`config.mk`:
```
export PLATFORM = sky130hd
export DESIGN_NAME = salc_ctrl
export DESIGN_NICKNAME = d
export VERILOG_FILES = /design/src/hw/rtl/salc_pkg.sv /design/src/hw/rtl/salc_ctrl.sv
export SDC_FILE = /design/constraint.sdc
export NUM_CORES = 1
export LEC_CHECK = 0
export BUFFER_PORTS_ARGS = -buffer_cell sky130_fd_sc_hd__clkbuf_2
export CELL_PAD_IN_SITES_DETAIL_PLACEMENT = 1
export CELL_PAD_IN_SITES_GLOBAL_PLACEMENT = 1
export CORE_AREA = 3 3 40 42
export CTS_BUF_LIST = sky130_fd_sc_hd__clkbuf_8
export CTS_CLUSTER_DIAMETER = 40
export DETAILED_ROUTE_END_ITERATION = 8
export DIE_AREA = 0 0 43 45
export GPL_TIMING_DRIVEN = 0
export PLACE_DENSITY = 0.49
export SLEW_MARGIN = 5
export SYNTH_ARGS = -nofsm -noshare
export SYNTH_HDL_FRONTEND = slang
export SYNTH_SLANG_ARGS = --single-unit
```
`constraint.sdc`:
```
create_clock -name clk_i -period 4.7 [get_ports clk_i]
set_input_delay 0.235 -clock clk_i [delete_from_list [all_inputs] [get_ports clk_i]]
set_output_delay 0.235 -clock clk_i [all_outputs]
set_load 0.05 [all_outputs]
```
`src/hw/rtl/salc_pkg.sv`:
```
// shared types and constants for the set-associative lru cache model
`timescale 1ns / 1ps

package salc_pkg;

  // access kinds (op 3 is treated as a load)
  typedef logic [1:0] op_t;
  localparam op_t OP_LOAD   = 2'd0;
  localparam op_t OP_STORE  = 2'd1;
  localparam op_t OP_MODIFY = 2'd2;

  // configuration register indexes
  typedef logic [1:0] cfg_idx_t;
  localparam cfg_idx_t CFG_SET_BITS    = 2'd0;
  localparam cfg_idx_t CFG_BLOCK_BITS  = 2'd1;
  localparam cfg_idx_t CFG_WAYS_IN_USE = 2'd2;

  localparam int unsigned CFG_DATA_W = 6;

  // configuration reset values
  localparam logic [3:0] SET_BITS_RST   = 4'd4;
  localparam logic [5:0] BLOCK_BITS_RST = 6'd4;
  localparam logic [3:0] WAYS_RST       = 4'd1;

  // block offset bits are held to this range
  localparam logic [5:0] BLOCK_BITS_MAX = 6'd32;

  localparam int unsigned RANK_W  = 4;
  localparam int unsigned TOTAL_W = 32;

  typedef enum logic [1:0] {
    ST_CLEAR,
    ST_IDLE,
    ST_LOOKUP,
    ST_UPDATE
  } state_e;

  // controller to datapath
  typedef struct packed {
    logic clr_en;
    logic in_load;
    logic decide;
    logic commit;
  } cmd_t;

  // datapath to controller
  typedef struct packed {
    logic clr_last;
    logic out_free;
  } status_t;

endpackage

```
`src/hw/rtl/salc_ctrl.sv`:
```
// controller state machine for the set-associative lru cache model
`timescale 1ns / 1ps

module salc_ctrl (
  input  logic              clk_i,
  input  logic              rst_ni,
  input  logic              in_valid_i,
  output logic              in_ready_o,
  input  salc_pkg::status_t status_i,
  output salc_pkg::cmd_t    cmd_o
);

  salc_pkg::state_e state_q, state_d;

  always_ff @(posedge clk_i or negedge rst_ni) begin
    if (!rst_ni) begin
      state_q <= salc_pkg::ST_CLEAR;
    end else begin
      state_q <= state_d;
    end
  end

  // next state
  always_comb begin
    state_d = state_q;
    unique case (state_q)
      salc_pkg::ST_CLEAR: begin
        if (status_i.clr_last) state_d = salc_pkg::ST_IDLE;
      end
      salc_pkg::ST_IDLE: begin
        if (in_valid_i) state_d = salc_pkg::ST_LOOKUP;
      end
      salc_pkg::ST_LOOKUP: begin
        state_d = salc_pkg::ST_UPDATE;
      end
      salc_pkg::ST_UPDATE: begin
        if (status_i.out_free) state_d = salc_pkg::ST_IDLE;
      end
      default: begin
        state_d = salc_pkg::ST_CLEAR;
      end
    endcase
  end

  // outputs
  always_comb begin
    cmd_o      = '0;
    in_ready_o = 1'b0;
    unique case (state_q)
      salc_pkg::ST_CLEAR: begin
        cmd_o.clr_en = 1'b1;
      end
      salc_pkg::ST_IDLE: begin
        in_ready_o    = 1'b1;
        cmd_o.in_load = in_valid_i;
      end
      salc_pkg::ST_LOOKUP: begin
        cmd_o.decide = 1'b1;
      end
      salc_pkg::ST_UPDATE: begin
        cmd_o.commit = status_i.out_free;
      end
      default: begin
        cmd_o = '0;
      end
    endcase
  end

endmodule

```
==> impl_metrics.csv <==
group,metric,value,unit
synthesis,synthDistinctLibCells,8,
synthesis,ys_seq_area_frac,0.284,
sta,rsz0062_at_grt,"no",
worst_setup_path,ff2ff_setup_slack,2.94,ns
global_routing,grt_usage,0.0592,
sta,max_clock_freq,0.567,GHz
hold_path,min_path_type,"in2async",
sta,slew_viol_final,0,
clock_network,cts_resized,0,
finish,diodes,0,
synthesis,synth.ff_latch_count,2,
floorplanning,core,1280,µm²
placement,placed_cells,41,
global_routing,grt_pass1_vias,214,
routing,routed-via-count,169,
clock_network,clk_pin_slew,0.03,ns
finish,final_cells,45,
synthesis,synth_warnings,0,
routing,wl_per_cell,10.2,µm
global_routing,grt_overflow_total,0,
sta,period_share,0.375,
worst_setup_path,critical_path_peak_fanout,4,
synthesis,syn_avg_cell_area,10.4,µm²
finish,top_regs,"state_q x2",
sta,finalCriticalPeriod,1.76,ns
finish,largest_register_ffs,2,
finish,fin_nets,42,
routing,finalWirelength,460,µm
floorplanning,pin_count,10,
clock_network,cts-buffers-inserted,3,
clock_network,root_buffer,"clkbuf_8",
finish,final_common_cell,"clkbuf_2",
synthesis,synth_nets,27,
sta,whs,0.343,ns
finish,layout_common_cells,"clkbuf_2 (9), inv_1 (5), ha_1 (5)",
clock_network,cts_sinks,2,
sta,setup_viol_count_final,0,
synthesis,synth_area,176,µm²
routing,remaining_drc_errors,0,
sta,worst_slack,2.94,ns
clock_network,clock_latency,0.21,ns
sta,tightest_slew,0.528,ns
floorplanning,die_area,1940,µm²
worst_setup_path,cp-end-kind,"register",
sta,hold_viol,0,
worst_setup_path,r2r_cells,4,
run,cap_violations,0,
synthesis,synth_top_area_share,0.355,
run_status,status,"finished, final reports clean",
synthesis,synthCells,17,
floorplanning,fp.dieH,45,µm
sta,finClkSkew,0.000952,ns
sta,slew_headroom,0.648,
global_routing,grt_max_degree,5,
placement,place.gp.congestion,0.618,
routing,drtPass1Iterations,4,
clock_network,clk_path_buf_depth,2,
clock_network,tritoncts,"built",
sta,setup_tns,0,ns
worst_setup_path,r2r_start,"state_q[0]$_DFFE_PN0P_",
clock_network,htreeDepth,1,
worst_setup_path,cp.arrival,1.85,ns
global_routing,antenna_found_initial,0,
finish,largest_register,"state_q",
synthesis,yosys.area.top_type,"ha_1",
floorplanning,initial_core_util,0.137,
finish,drive_gt1_frac,0.433,
placement,pre_cts_ws,2.94,ns
routing,drtIter0Drc,6,
worst_setup_path,crit_type,"reg2reg",
routing,viasPerCell,3.76,
routing,postRouteAntennaNets,0,
worst_setup_path,worstPathRequired,4.79,ns
global_routing,grt_pass1_wl,786,µm
finish,area_growth,65.2,%
floorplanning,num_rows,13,
placement,io_buffer_count,9,
worst_setup_path,start_kind,"register",
floorplanning,die_w,43,µm
worst_setup_path,regToRegEndpoint,"state_q[1]$_DFFE_PN0P_",
synthesis,synth_area_leaders,"ha_1 (35%), dfrtp_1 (28%), inv_1 (11%)",
finish,fillers,149,
==> worst max-delay path by stage <==
stage	from	to	slack (ns)	depth (start not counted)
after global placement	state_q[0]$_DFFE_PN0P_	state_q[1]$_DFFE_PN0P_	3.02	4
after floorplan	state_q[0]$_DFFE_PN0P_	state_q[1]$_DFFE_PN0P_	2.88	4
after detailed placement	state_q[0]$_DFFE_PN0P_	state_q[1]$_DFFE_PN0P_	2.94	4
after global routing	state_q[0]$_DFFE_PN0P_	state_q[1]$_DFFE_PN0P_	2.87	4
after CTS	state_q[0]$_DFFE_PN0P_	state_q[1]$_DFFE_PN0P_	2.94	4
final	state_q[0]$_DFFE_PN0P_	state_q[1]$_DFFE_PN0P_	2.94	4
==> worst max-delay path, cell delays in order, from the launching register on <==
cell and delay [ns]:
dfrtp_1 0.40, inv_1 0.10, ha_1 0.22, a222oi_1 0.54, mux2_1 0.37
==> area by class of cell <==
cell class / instances / area [µm²] / area share
Sequential cell: 2 / 50.0 / 0.172
Inverter: 5 / 18.8 / 0.0644
Clock buffer: 3 / 41.3 / 0.142
Tap cell: 15 / 18.8 / 0.0644
Timing Repair Buffer: 10 / 55.1 / 0.189
Multi-Input combinational cell: 10 / 108 / 0.369
==> synthesized netlist by cell type (all sizes together) <==
cell / count
a222oi: 1
and2: 2
dfrtp: 2
ha: 5
inv: 5
mux2: 1
mux2i: 1
==> per-stage QoR <==
step,area [µm²],util
after floorplan,176,-
after global placement,240,0.187
after detailed placement,240,0.187
after CTS,292,0.227
after global routing,292,0.227
final,292,0.227
==> kinds of logic after synthesis <==
group,count (synthesis),share of synthesized area
flops,2,0.284
compound gates,1,0.0567
mux,2,0.121
buf+inv,5,0.106
simple gates,2,0.0781
fa+ha+maj,5,0.355
==> routing by layer <==
metal / vias up / part of all wire / wire length (µm) / global-route usage
li1: 79 / - / - / -
met1: 76 / 0.39 / 181 / 0.0483
met2: 12 / 0.44 / 203 / 0.0898
met3: 2 / 0.12 / 57 / 0.0239
met4: 0 / 0.037 / 17 / 0.0904
met5: - / 0 / 0 / 0
==> what timing repair did <==
item / 4_1_cts / 5_1_grt
hold buffers: 1 / 0
buffers inserted: 0 / 0
hold endpoints to repair: 2 / 0
Power is left out: the tool's default activity adds up to more than one toggle a clock period on the data nets, which glitch-free logic cannot reach.
